==> src/hdl/bqu_pkg.sv <==
// Shared types and constants for the bilinear quad upsampler.
// Holds the quad, sample and descriptor structs and the reciprocal tables.
// No dependencies.
package bqu_pkg;

	localparam int RECIP_SHIFT = 29;

	typedef struct packed {
		logic signed [15:0] x_left;
		logic signed [15:0] x_right;
		logic signed [15:0] y_top;
		logic signed [15:0] y_bottom;
		logic [47:0]        corner_value_00;
		logic [47:0]        corner_value_01;
		logic [47:0]        corner_value_10;
		logic [47:0]        corner_value_11;
		logic               last_row;
		logic               last_col;
	} quad_t;

	typedef struct packed {
		logic [2:0]         column_in_block;
		logic [2:0]         row_in_block;
		logic signed [15:0] sample_x;
		logic signed [15:0] sample_y;
		logic signed [15:0] value_x;
		logic signed [15:0] value_y;
		logic signed [15:0] value_z;
		logic               last_of_block;
	} sample_t;

	// Work item handed from the front to the back
	typedef struct packed {
		logic signed [15:0]    x_left;
		logic signed [15:0]    y_top;
		logic signed [16:0]    dx;
		logic signed [16:0]    dy;
		logic [3:0][2:0][15:0] corner;   // [00,01,10,11][x,y,z]
		logic [2:0]            col_last;
		logic [2:0]            row_last;
	} desc_t;

	// ceil(2^29 / d) for the coordinate step divisor d
	function automatic logic [29:0] recip_coord(input logic [2:0] d);
		logic [29:0] r;
		unique case (d)
			3'd2:    r = 30'd268435456;
			3'd3:    r = 30'd178956971;
			3'd4:    r = 30'd134217728;
			3'd5:    r = 30'd107374183;
			3'd6:    r = 30'd89478486;
			3'd7:    r = 30'd76695845;
			default: r = 30'd536870912;
		endcase
		return r;
	endfunction

	// ceil(2^29 / (2*d*d)) for the value rounding divisor
	function automatic logic [29:0] recip_value(input logic [2:0] d);
		logic [29:0] r;
		unique case (d)
			3'd2:    r = 30'd67108864;
			3'd3:    r = 30'd29826162;
			3'd4:    r = 30'd16777216;
			3'd5:    r = 30'd10737419;
			3'd6:    r = 30'd7456541;
			3'd7:    r = 30'd5478275;
			default: r = 30'd268435456;
		endcase
		return r;
	endfunction

endpackage

==> src/hdl/bqu_front.sv <==
// Front end: takes quads, derives spans, unpacks corners and sets the index limits.
// Uses bqu_pkg; feeds bqu_queue.
module bqu_front (
	input  logic           clk,
	input  logic           arst_n,
	input  logic [2:0]     d,
	input  logic           quad_valid,
	output logic           quad_stall,
	input  bqu_pkg::quad_t quad,
	output logic           push,
	output bqu_pkg::desc_t desc,
	input  logic           full
);
	import bqu_pkg::*;

	logic  valid_s1;
	desc_t desc_s1;
	desc_t desc_next;
	logic  accept;

	always_comb begin
		desc_next.x_left = quad.x_left;
		desc_next.y_top  = quad.y_top;
		desc_next.dx = $signed({quad.x_right[15], quad.x_right})
		             - $signed({quad.x_left[15], quad.x_left});
		desc_next.dy = $signed({quad.y_bottom[15], quad.y_bottom})
		             - $signed({quad.y_top[15], quad.y_top});
		for (int m = 0; m < 3; m++) begin
			desc_next.corner[0][m] = quad.corner_value_00[16*m +: 16];
			desc_next.corner[1][m] = quad.corner_value_01[16*m +: 16];
			desc_next.corner[2][m] = quad.corner_value_10[16*m +: 16];
			desc_next.corner[3][m] = quad.corner_value_11[16*m +: 16];
		end
		// a last quad reaches the far edge index d
		desc_next.col_last = quad.last_col ? d : d - 3'd1;
		desc_next.row_last = quad.last_row ? d : d - 3'd1;
	end

	assign quad_stall = valid_s1 && full;
	assign push       = valid_s1 && !full;
	assign accept     = quad_valid && !quad_stall;
	assign desc       = desc_s1;

	always_ff @(posedge clk or negedge arst_n) begin
		if (!arst_n) begin
			valid_s1 <= 1'b0;
		end else if (accept) begin
			valid_s1 <= 1'b1;
		end else if (push) begin
			valid_s1 <= 1'b0;
		end
	end

	always_ff @(posedge clk) begin
		if (accept) begin
			desc_s1 <= desc_next;
		end
	end

endmodule

==> config.mk <==
export PLATFORM = sky130hd
export DESIGN_NAME = bqu_front
export DESIGN_NICKNAME = d
export VERILOG_FILES = /design/src/hdl/bqu_pkg.sv /design/src/hdl/bqu_front.sv
export SDC_FILE = /design/constraint.sdc
export NUM_CORES = 1
export LEC_CHECK = 0
export BUFFER_PORTS_ARGS = -buffer_cell sky130_fd_sc_hd__buf_2
export CAP_MARGIN = 10
export CORE_AREA = 2 2 208 210
export DETAILED_ROUTE_END_ITERATION = 7
export DIE_AREA = 0 0 210 212
export PLACE_DENSITY = 0.5
export SLEW_MARGIN = 20
export SYNTH_ARGS = -nofsm -noshare
export SYNTH_HDL_FRONTEND = slang
export SYNTH_SLANG_ARGS = --single-unit
export TNS_END_PERCENT = 100
==> constraint.sdc <==
create_clock -name clk -period 15.6 [get_ports clk]
set_clock_uncertainty 0.05 [all_clocks]
set_input_delay 0.78 -clock clk [delete_from_list [all_inputs] [get_ports clk]]
set_output_delay 0.78 -clock clk [all_outputs]
set_load 0.02 [all_outputs]
==> summary.md <==
| Metric | Value |
|---|---|
| CP startpoint | valid_s1$_DFFE_PN0P_ |
| Routed Wire Length | 29.74 mm |
| First-pass GRT wire length | 41.36 mm |
| Seq pwr share | 48.9% |
| Synth cell types | 54 |
| Min Hold Slack | 0.3502 ns |
| Synth Net Count | 833 |
| Yosys top cell by area | edfxtp_1 |
| RR Startpoint | valid_s1$_DFFE_PN0P_ |
| Row cnt | 76 |
| Drt first pass iters | 4 |
| #FFs+latches synth | 265 |
| Worst vdd ir | 0.00007598 V |
| Design area | 14,150 µm² |
| Setup crit end kind | flop |
| Final WS setup | 12.22 ns |
| Maximum clock frequency | 295.7 MHz |
| Vias in the first global route | 6,705 |
| Clock Path Buffers | 3 |
| Slew at the pin with the worst max-slew slack | 1.017 ns |
| Internal | 1.306 mW |
| FILL cells | 4,258 |
| Die Span Y | 212 µm |
| Ports | 531 |
| Status | finished clean |
| Inserted Clock Buffers | 30 |
| Placed cell area | 13,220 µm² |
| Mux cell area share after synthesis | 0.4322% |
| Reg clk slew, reported paths | 0.06 ns |
| Layout area overhead | 43.73% |
| Synth top area share | 80.55% |
| Final nets | 1,398 |
| Vias post-DR | 6,719 |
| Post-placement cell count | 1,611 |
| Clock Latency Late Sink | 0.55 ns |
| Synth Area in Adders | 4.602% |
| Port bufs | 530 |
| HPWL Detailed | 23.55 mm |
| Critical Path AT | 3.50 ns |
| Minimum clock period | 3.382 ns |
| Hold path startpoint | quad[156] |
| RePlAce Congestion | 0.7803 |
| Clk sinks | 265 |
| Synth cell count leaders | edfxtp_1, inv_1, ha_1 |
| Post-synthesis compound-gate area fraction | 5.924% |
| Nature of the critical path startpoint | flop |
| Critical path class | reg2reg |
| H-tree levels | 1 |
| Post-synth EDFFs | 264 |
| Slew Limit Fails | 0 |
| Post-synthesis async set-or-reset flop share | 0.3774% |
| Ys flop type | edfxtp_1 |
| P per Cell Area | 123.1 nW/µm² |
| GRT overflow | 0 |
| Max-Cap Viols | 0 |
| Worst EP required | 15.72 ns |
| Iteration-0 DRC Markers | 381 |
| Gates resized, CTS repair | 0 |
| Mapped Cells | 533 |
| Fin cells | 1,666 |
| Final core occ | 33.28% |
| Die ar. | 44,520 µm² |
| Setup Viol. Count Final | 0 |
| HP Class | in2reg |
| Final Hold Vio Count | 0 |
| Main combinational cell family by area after synthesis | compound AO/OA/AOI/OAI gates |
| Pwr Total | 1.741 mW |
| Setup TNS after final layout | 0 ns |
| Initial antenna violation count | 5 |
| Syn avg cell area | 18.47 µm² |
| Register area | 7953 µm² |
| CTS tree | done |
| Synth Cell Area | 9842 µm² |
| RSZ-0062 raised after global routing | false |
| CP max FO | 81 |
| Seq/Total Area, Yosys | 80.80% |
| Post-route ant nets | 0 |
| Switch share | 24.97% |
| Synth Area in Simple Gates | 4.017% |
| Gate power share | 13.5% |
| Clk pwr share | 37.6% |
| DIE WIDTH | 210 µm |
| Vias per cell | 4.033 |
| Routed wire length per instance | 17.85 µm |
| CTS Root Cell | clkbuf_16 |
| NetSw | 0.4347 mW |
| Final period util | 21.68% |
| Yosys warning count | 0 |
| Most frequent cell after synthesis | edfxtp_1 |
| Worst rel slew slack | 32.17% |
| DRC errors left | 0 |
| Total track usage | 12.31% |
| Leakage power total | 6.057 nW |
| Core ar. | 42,510 µm² |
| Layout cells sized above 1 | 52.37% |
| Largest net degree at the start of global routing | 83 |
| Initial Utilization | 23.15% |
| Post-Place Setup Slack | 11.57 ns |
| Area of the multi-input gates | 1709 µm² |
| Top post-synthesis cells by area | edfxtp_1, ha_1, xnor2_1 |
| XOR/XNOR share of the synthesized area | 2.314% |
cells in the final DEF, fill, tap and decap left out, drive strengths merged, types with 4 or more instances in the layout:
cell type,synthesis,final
a21o,7,7
a21oi,20,20
a31oi,5,5
and2,5,5
and3,6,6
buf,0,534
clkbuf,2,39
clkinv,0,10
edfxtp,264,264
ha,33,33
inv,48,49
nand2,5,5
nand2b,5,5
nand3,9,9
nor2,11,11
nor2b,7,7
nor3,6,6
o21a,6,6
o21ai,15,15
o21bai,4,4
o31a,4,4
or2,4,4
xnor2,22,22
xor2,4,4
critical path, cell delays in order, from the launching register on:
cell	delay, ns
dfrtp_1	0.37
and2_1	0.21
nor2b_4	0.49
buf_12	0.26
buf_4	0.65
buf_4	0.87
cell type report:
| class | instances | area share (%) |
|---|---|---|
| flip-flops and latches | 265 | 56.22 |
| repair buffers | 535 | 19.15 |
| well taps | 546 | 4.829 |
| clock buffers | 39 | 5.696 |
| inverters | 48 | 1.274 |
| diodes | 1 | 0.01769 |
| multi-input cells | 218 | 12.08 |
| clock inverters | 14 | 0.7341 |
state kept, by name, indices dropped and copies added, names as in the netlist:
| signal | cells |
|---|---|
| desc | 264 |
| valid_s1 | 1 |
per-layer routing:
metal / wire length (µm) / up-vias / GRT usage, %
met3: 2627 / 39 / 4.180
met5: 23 / - / 0
met1: 11580 / 3210 / 14.34
met2: 14920 / 279 / 21.50
met4: 597 / 4 / 3.619
li1: - / 3187 / -
power groups by stage:
stage	Combinational [mW]	Clock, mW	Sequential (mW)
after floorplan	0.0755	0	0.940
after global placement	0.235	0	0.866
after detailed placement	0.238	0	0.866
after CTS	0.239	0.678	0.852
after global routing	0.256	0.707	0.855
final	0.235	0.655	0.851
path summary, 6_finish.rpt:
path | end | slack (ns) | cells after the start
worst max-delay path | desc[25]$_DFFE_PP_ | 12.22 | 5
worst min-delay path | desc[16]$_DFFE_PP_ | 0.35 | 1
worst max register to register | desc[25]$_DFFE_PP_ | 12.22 | 5
worst min register to register | valid_s1$_DFFE_PN0P_ | 0.69 | 2
max in group asynchronous | valid_s1$_DFFE_PN0P_ | 14.90 | 2
min in group asynchronous | valid_s1$_DFFE_PN0P_ | 0.51 | 2
what timing repair did:
action	4_1_cts	5_1_grt
setup buffers	0	0
hold endpoints to repair	1	0
hold buffers	1	0
cell families (layout without fill, tap and decap cells):
logic type                 after synthesis  count (layout)
and+or+nand+nor                         70              70
other                                    0               1
buffers and inverters                   50             636
muxes                                    4               4
xor gates and xnor gates                26              26
DFF                                    265             265
AOI/OAI and AO/OA                       83              83
adders and majority gates               35              35
Power figures use the tool's default switching activity.
