===== src/hdl/bqu_pkg.sv =====
// Shared types and constants for the bilinear quad upsampler.
// Holds the quad, sample and descriptor structs and the reciprocal tables.
// No dependencies.
package bqu_pkg;

	localparam int RECIP_SHIFT = 29;

	typedef struct packed {
		logic signed [15:0] x_left;
		logic signed [15:0] x_right;
		logic signed [15:0] y_top;
		logic signed [15:0] y_bottom;
		logic [47:0]        corner_value_00;
		logic [47:0]        corner_value_01;
		logic [47:0]        corner_value_10;
		logic [47:0]        corner_value_11;
		logic               last_row;
		logic               last_col;
	} quad_t;

	typedef struct packed {
		logic [2:0]         column_in_block;
		logic [2:0]         row_in_block;
		logic signed [15:0] sample_x;
		logic signed [15:0] sample_y;
		logic signed [15:0] value_x;
		logic signed [15:0] value_y;
		logic signed [15:0] value_z;
		logic               last_of_block;
	} sample_t;

	// Work item handed from the front to the back
	typedef struct packed {
		logic signed [15:0]    x_left;
		logic signed [15:0]    y_top;
		logic signed [16:0]    dx;
		logic signed [16:0]    dy;
		logic [3:0][2:0][15:0] corner;   // [00,01,10,11][x,y,z]
		logic [2:0]            col_last;
		logic [2:0]            row_last;
	} desc_t;

	// ceil(2^29 / d) for the coordinate step divisor d
	function automatic logic [29:0] recip_coord(input logic [2:0] d);
		logic [29:0] r;
		unique case (d)
			3'd2:    r = 30'd268435456;
			3'd3:    r = 30'd178956971;
			3'd4:    r = 30'd134217728;
			3'd5:    r = 30'd107374183;
			3'd6:    r = 30'd89478486;
			3'd7:    r = 30'd76695845;
			default: r = 30'd536870912;
		endcase
		return r;
	endfunction

	// ceil(2^29 / (2*d*d)) for the value rounding divisor
	function automatic logic [29:0] recip_value(input logic [2:0] d);
		logic [29:0] r;
		unique case (d)
			3'd2:    r = 30'd67108864;
			3'd3:    r = 30'd29826162;
			3'd4:    r = 30'd16777216;
			3'd5:    r = 30'd10737419;
			3'd6:    r = 30'd7456541;
			3'd7:    r = 30'd5478275;
			default: r = 30'd268435456;
		endcase
		return r;
	endfunction

endpackage


===== src/hdl/bqu_queue.sv =====
// Two-entry queue of quad descriptors between the front and the back.
// Uses bqu_pkg.
module bqu_queue (
	input  logic           clk,
	input  logic           arst_n,
	input  logic           push,
	input  bqu_pkg::desc_t desc_in,
	output logic           full,
	input  logic           pop,
	output bqu_pkg::desc_t desc_out,
	output logic           valid
);
	import bqu_pkg::*;

	desc_t      mem_q [2];
	logic       wr_ptr_q;
	logic       rd_ptr_q;
	logic [1:0] cnt_q;

	assign full     = (cnt_q == 2'd2);
	assign valid    = (cnt_q != 2'd0);
	assign desc_out = mem_q[rd_ptr_q];

	always_ff @(posedge clk or negedge arst_n) begin
		if (!arst_n) begin
			wr_ptr_q <= 1'b0;
			rd_ptr_q <= 1'b0;
			cnt_q    <= 2'd0;
		end else begin
			if (push) begin
				wr_ptr_q <= ~wr_ptr_q;
			end
			if (pop) begin
				rd_ptr_q <= ~rd_ptr_q;
			end
			if (push && !pop) begin
				cnt_q <= cnt_q + 2'd1;
			end else if (pop && !push) begin
				cnt_q <= cnt_q - 2'd1;
			end
		end
	end

	always_ff @(posedge clk) begin
		if (push) begin
			mem_q[wr_ptr_q] <= desc_in;
		end
	end

	a_no_push_full: assert property (@(posedge clk) disable iff (!arst_n)
		!(push && full && !pop)) else $error("push into full queue");
	a_no_pop_empty: assert property (@(posedge clk) disable iff (!arst_n)
		pop |-> valid) else $error("pop from empty queue");

endmodule


===== config.mk =====
export PLATFORM = sky130hd
export DESIGN_NAME = bqu_queue
export DESIGN_NICKNAME = d
export VERILOG_FILES = /design/src/hdl/bqu_pkg.sv /design/src/hdl/bqu_queue.sv
export SDC_FILE = /design/constraint.sdc
export NUM_CORES = 1
export LEC_CHECK = 0
export BUFFER_PORTS_ARGS = -buffer_cell sky130_fd_sc_hd__clkbuf_2
export CORE_AREA = 2 2 206 208
export CTS_BUF_LIST = sky130_fd_sc_hd__clkbuf_4 sky130_fd_sc_hd__clkbuf_8 sky130_fd_sc_hd__clkbuf_16
export CTS_CLUSTER_DIAMETER = 30
export CTS_CLUSTER_SIZE = 28
export DETAILED_ROUTE_END_ITERATION = 8
export DIE_AREA = 0 0 208 210
export GPL_ROUTABILITY_DRIVEN = 1
export PLACE_DENSITY = 0.73
export SKIP_LAST_GASP = 1
export SYNTH_ARGS = -nofsm -noshare
export SYNTH_HDL_FRONTEND = slang
export SYNTH_SLANG_ARGS = --single-unit

===== constraint.sdc =====
create_clock -name clk -period 30.2 [get_ports clk]
set_input_delay 6.04 -clock clk [delete_from_list [all_inputs] [get_ports clk]]
set_output_delay 6.04 -clock clk [all_outputs]
set_load 0.01 [all_outputs]

==> results of run 1 <==
[routing by layer]
metal | vias to the layer above | share of wire, %
met2 | 557 | 49
met5 | - | 0.092
li1 | 4628 | -
met3 | 101 | 9.3
met4 | 6 | 3.7
met1 | 5118 | 38
[worst max-delay path by stage]
stage | start | endpoint | slack, ps | cells past startpoint
2_1_floorplan | push | mem_q[0][0]$_DFFE_PP_ | 11880 | 1
3_3_place_gp | rd_ptr_q$_DFFE_PN0P_ | desc_out[81] | 20830 | 4
3_5_place_dp | rd_ptr_q$_DFFE_PN0P_ | desc_out[155] | 20700 | 4
4_1_cts | rd_ptr_q$_DFFE_PN0P_ | desc_out[48] | 19990 | 4
5_1_grt | rd_ptr_q$_DFFE_PN0P_ | desc_out[180] | 19870 | 4
6_report | rd_ptr_q$_DFFE_PN0P_ | desc_out[180] | 20110 | 4
[sequential cells by signal, summed over array words and instances (netlist names)]
name and cells:
mem_q 528, cnt_q 2, rd_ptr_q 1, wr_ptr_q 1
[through the flow]
| step | instances | power (µW) | utilization (%) |
|---|---|---|---|
| after detailed placement | 1890 | 1680 | 54.1 |
| after floorplan | 837 | 1500 | - |
| after CTS | 2067 | 2750 | 62.0 |
| final | 2069 | 2730 | 62.0 |
| after global routing | 2069 | 2830 | 62.0 |
| after global placement | 1890 | 1670 | 54.1 |
[worst max-delay path, stage by stage, from the launching register on]
cell and delay [ps]:
dfrtp_4 1050, buf_4 890, buf_4 820, mux2_2 430, clkbuf_2 140
[power by group]
| group | total (µW) | switching (µW) | internal (µW) |
|---|---|---|---|
| Clock | 1060 | 356 | 707 |
| Combinational | 626 | 349 | 277 |
| Sequential | 1040 | 52.5 | 984 |
| Total | 2730 | 758 | 1970 |
[Yosys cell counts]
library cell and n:
nor2b_1 2, edfxtp_1 528, ha_1 1, xnor2_1 1, xor2_1 4, buf_2 1
mux2_2 264, or2_2 1, dfrtp_1 4, buf_6 28, and2_1 1, nor2_1 1
inv_1 1
[layout make-up]
type / count / area [µm²] / area share [%]
inverter: 1 / 3.75 / 0.0146
timing repair buffer: 543 / 2740 / 10.7
antenna: 2 / 5.00 / 0.0194
multi-input combinational: 275 / 3070 / 11.9
clock buffer: 106 / 2520 / 9.81
clock inverter: 71 / 758 / 2.95
sequential: 532 / 16000 / 62.0
tap: 539 / 674 / 2.62
[cell families after synthesis]
logic type	count (synthesis)	share of synthesized area (%)
flip-flops	532	82.5
multiplexers	264	15.4
buffers and inverters	30	1.68
XOR/XNOR	5	0.226
AND/OR/NAND/NOR	5	0.149
adder cells (fa/ha/maj)	1	0.0647
==> out/metrics.yaml, run 1 <==
clocking:
  post-cts-setup-buffers: 0
  clock_path_buffers: 3
  cts.clk_slew.worst_paths_ps: 50
  numCtsBuffers: 96
  clock-sinks: 532
  cts_tree: "built"
  clockRootBuffer: "clkbuf_16"
  post_cts_resized: 0
  cts_hold_buf: 0
  cts_max_level: 3
  clock_latency_ps: 600
yosys:
  synth_area_leaders: "edfxtp_1, mux2_2, buf_6"
  synth.distinct_cells: 13
  ys_seq_area_share_pct: 82.5
  synth-warning-count: 0
  avgSynthCellArea_um2: 23.1
  synth_top_cell_by_area: "edfxtp_1"
  synth_top_area_share_pct: 82.0
  synth_seq_cells: 532
  syn_inst: 837
  synth_nets: 1106
  synth_area_um2: 19300
power_and_ir_drop:
  ir_drop_mv: 0.0871
  p_leak_uw: 0.00995
  powerDensity_nw_per_um2: 106
global_route:
  grt_pass1_vias: 11002
  grt_busiest_layer: "met2"
  grtUsageMet3_pct: 7.06
  antenna_found_initial: 5
  grt_usage_pct: 19.8
  use_met1_pct: 23.8
  grt.met2_usage_pct: 32.0
  grt_pass1_wl_mm: 64.7
  grt_max_degree: 78
  grt-ovfl-total: 0
setup_path:
  r2r_end: "mem_q[1][93]$_DFFE_PP_"
  rrSetupSlack_ps: 26770
  cp.required_ps: 24160
  startpoint_type: "flip-flop"
  cp_max_fo: 72
  r2r-start: "wr_ptr_q$_DFFE_PN0P_"
  rr_worst_depth: 3
  worstPathArrival_ps: 4050
  crit_type: "reg -> out"
  end_kind: "output pin"
timing:
  setup_viol: 0
  totalNegativeSetupSlack_ps: 0
  hold_viol_final: 0
  rsz0062_at_grt: "false"
  layout_min_cycle_time_ps: 10090
  slew_violations: 0
  timing.fmax_mhz: 99.1
  fin_ws_ps: 20110
  timing.hold.ws_ps: 477
  fin_skew_ps: 8.95
  tightestPinTransition_ps: 1040
  period_share_pct: 33.4
  max_slew_margin_pct: 30.9
route:
  detail-route-antenna-nets: 0
  routed_wl_mm: 44.4
  drtIter0Drc: 753
  viasPerCell: 5.03
  num_vias: 10410
  drt-pass1-iter-count: 5
  drt_drc_violations_left: 0
  routedWlPerCell_um: 21.5
finish:
  final_cell_mix: "clkbuf_2, edfxtp_1, mux2_2, clkbuf_16, clkinv_2"
  n_fill_cell: 2911
  layout_commonest_cell: "clkbuf_2"
  syn_to_final_growth_pct: 33.1
  drive_gt1_share_pct: 64.2
  nets: 1718
  final_area_um2: 25700
placed_design:
  hpwl_mm: 29.5
  gp_congestion: 0.815
  post-place-ws_ps: 20700
  io_buffers: 533
  place_area_um2: 22400
die:
  boundaryPins: 534
  die_w_um: 208
  die_area_um2: 43700
  core_area_um2: 41500
  initial_core_util_pct: 46.6
  rows: 75
  die_h_um: 210
min_path:
  holdPathEnd: "cnt_q[1]$_DFFE_PN0P_"
  hold_start: "cnt_q[1]$_DFFE_PN0P_"
  hp-class: "reg -> reg"
  hold_depth: 1
status:
  status: "finished clean"
job:
  maxCapViolCount: 0
No activity file was read; power rests on OpenSTA's default activity.
==> run 2: changes to the inputs <==
Settings changed: PLACE_DENSITY 0.73 to 0.75.
Clock period 30.2 ns to 9 ns, I/O delays scaled along.
==> run 2 against run 1 <==
Against the previous run:
- combinational power increased to 3.4 times the previous value
- clock skew increased by 12 ps
- first-iteration DRC count decreased by 2.0%
- via count decreased by 0.52%
- critical path type unchanged
==> out/metrics.yaml, run 2 (synthesis gave the netlist of run 1 again) <==
route:
  detail-route-antenna-nets: 0  # unchanged
  viasPerCell: 5.03  # about the same
  drt-pass1-iter-count: 4  # -1
  num_vias: 10356  # -0.52%
  routed_wl_mm: 44.1  # -0.75%
  drt_drc_violations_left: 0  # unchanged
  routedWlPerCell_um: 21.4  # -0.31%
  drtIter0Drc: 738  # -2.0%
timing:
  totalNegativeSetupSlack_ps: 0  # unchanged
  fin_skew_ps: 21.3  # +12.3 ps
  slew_violations: 0  # unchanged
  period_share_pct: 56.4
  layout_min_cycle_time_ps: 5070
  timing.fmax_mhz: 197
  tightestPinTransition_ps: 1270  # +237 ps
  max_slew_margin_pct: 15.1  # -16 points
  setup_viol: 0  # unchanged
  hold_viol_final: 0  # unchanged
  rsz0062_at_grt: "false"
power_and_ir_drop:
  ir_drop_mv: 0.256  # +190%
  power.total_uw: 9290  # +240%
  powerDensity_nw_per_um2: 359  # +240%
  p_leak_uw: 0.0100  # +0.57%
finish:
  multi_input_area_um2: 3070  # unchanged
  largest_register_ffs: 528  # unchanged
  final_cell_mix: "clkbuf_2, edfxtp_1, mux2_2, clkbuf_16, bufinv_16"
  drive_gt1_share_pct: 63.8  # -0.43 points
  biggestRegsByFlops: "mem_q (528), cnt_q (2)"
  layout_commonest_cell: "clkbuf_2"
  largest_register: "mem_q"
  syn_to_final_growth_pct: 33.7
  seqCellArea_um2: 16000  # unchanged
  nets: 1711  # -0.41%
  n_fill_cell: 2887  # -0.82%
setup_path:
  path_cells: "buf_4 > mux2_2 > clkbuf_2"
  startpoint_type: "flip-flop"
  crit_family: "flip-flops"
  end_kind: "output pin"
  crit_slowest_cell: "dfrtp_4"
  worstPathArrival_ps: 3270  # -780 ps
  crit_type: "reg -> out"
  cp_max_fo: 80  # +11%
  critPathMaxStageDelay_ps: 1070  # +20 ps
  crit_buf_inv: 2  # -1
  cp.required_ps: 7200  # -16960 ps
clocking:
  cts_tree: "built"
  post-cts-setup-buffers: 0  # unchanged
  clock_latency_ps: 610  # about the same
  clockRootBuffer: "clkbuf_16"
  clock-sinks: 532  # unchanged
  post_cts_resized: 0  # unchanged
  cts.clk_slew.worst_paths_ps: 50  # about the same
  numCtsBuffers: 93  # -3.1%
  clock_path_buffers: 3  # unchanged
  cts_hold_buf: 0  # unchanged
  cts_max_level: 3  # unchanged
global_route:
  grt_pass1_vias: 10996  # -0.055%
  grt_max_degree: 187  # +140%
  grt_usage_pct: 19.7  # -0.17 points
  grt-ovfl-total: 0  # unchanged
  grt_pass1_wl_mm: 64.5  # -0.38%
  antenna_found_initial: 6  # +1
die:
  die_w_um: 208  # unchanged
  rows: 75  # unchanged
  die_area_um2: 43700  # unchanged
  boundaryPins: 534  # unchanged
  initial_core_util_pct: 46.6  # unchanged
  die_h_um: 210  # unchanged
  core_area_um2: 41500  # unchanged
status:
  status: "finished clean"
placed_design:
  io_buffers: 533  # unchanged
  hpwl_mm: 28.5  # -3.4%
  gp_congestion: 0.829  # +1.8%
job:
  maxCapViolCount: 0  # unchanged
min_path:
  hp-class: "reg -> reg"
-- run 2: cell count changes in the layout (fill, tap and decap cells not counted), moves of 3 or more --
| cell | change |
|---|---|
| inv_6 | -5 |
| clkbuf_16 | -4 |
| bufinv_16 | +8 |
| buf_12 | +3 |
| clkinv_1 | +3 |
| clkbuf_4 | +3 |
| clkinv_2 | -5 |
| clkinvlp_4 | -9 |
| buf_4 | -7 |
-- run 2: metrics by stage --
step                      worst slack [ps]  hold slack [ps]  std cells  area, µm²  util [%]
after floorplan                        617              447        837      19300         -
after global placement                4590              465       1886      22500      54.1
after detailed placement              4550              475       1886      22500      54.1
after CTS                             3890              485       2057      25800      62.3
after global routing                  3750              510       2060      25800      62.3
final                                 3930              481       2060      25800      62.3
-- run 2: power by group --
part / switching [µW] / internal [µW] / leakage (µW)
Sequential: 183 / 3300 / 0.00500
Clock: 1180 / 2520 / 0.00166
Combinational: 1160 / 934 / 0.00334
Total: 2530 / 6760 / 0.0100
-- run 2: cell type report --
class	instances	area share, %
multi-input combinational	275	11.9
clock inverter	68	3.72
antenna	3	0.0290
timing repair buffer	539	10.6
tap	539	2.61
clock buffer	103	9.36
sequential	532	61.7
inverter	1	0.0145
-- run 2: routing by layer --
metal | vias to the layer above | routed length [µm] | GRT usage [%]
li1 | 4619 | - | -
met1 | 5102 | 16200 | 22.9
met2 | 533 | 22200 | 32.0
met3 | 96 | 4080 | 7.43
met4 | 6 | 1610 | 10.2
met5 | - | 49 | 0
-- run 2: final timing paths --
| check | from | end | slack, ps | cells past startpoint |
|---|---|---|---|---|
| worst max-delay path | rd_ptr_q$_DFFE_PN0P_ | desc_out[150] | 3930 | 3 |
| max in group asynchronous | arst_n | rd_ptr_q$_DFFE_PN0P_ | 7840 | 1 |
| worst max register to register | wr_ptr_q$_DFFE_PN0P_ | mem_q[0][17]$_DFFE_PP_ | 6390 | 3 |
| min in group asynchronous | arst_n | rd_ptr_q$_DFFE_PN0P_ | 1020 | 1 |
| worst min-delay path | cnt_q[1]$_DFFE_PN0P_ | cnt_q[1]$_DFFE_PN0P_ | 480 | 1 |
| worst min register to register | cnt_q[1]$_DFFE_PN0P_ | cnt_q[1]$_DFFE_PN0P_ | 480 | 1 |
-- run 2: worst register-to-register path, delay by kind of cell, from the launching register on --
kind / cells / cell delay (ps)
buffers and inverters: 2 / 1560
and+or+nand+nor: 1 / 150
DFF: 1 / 420
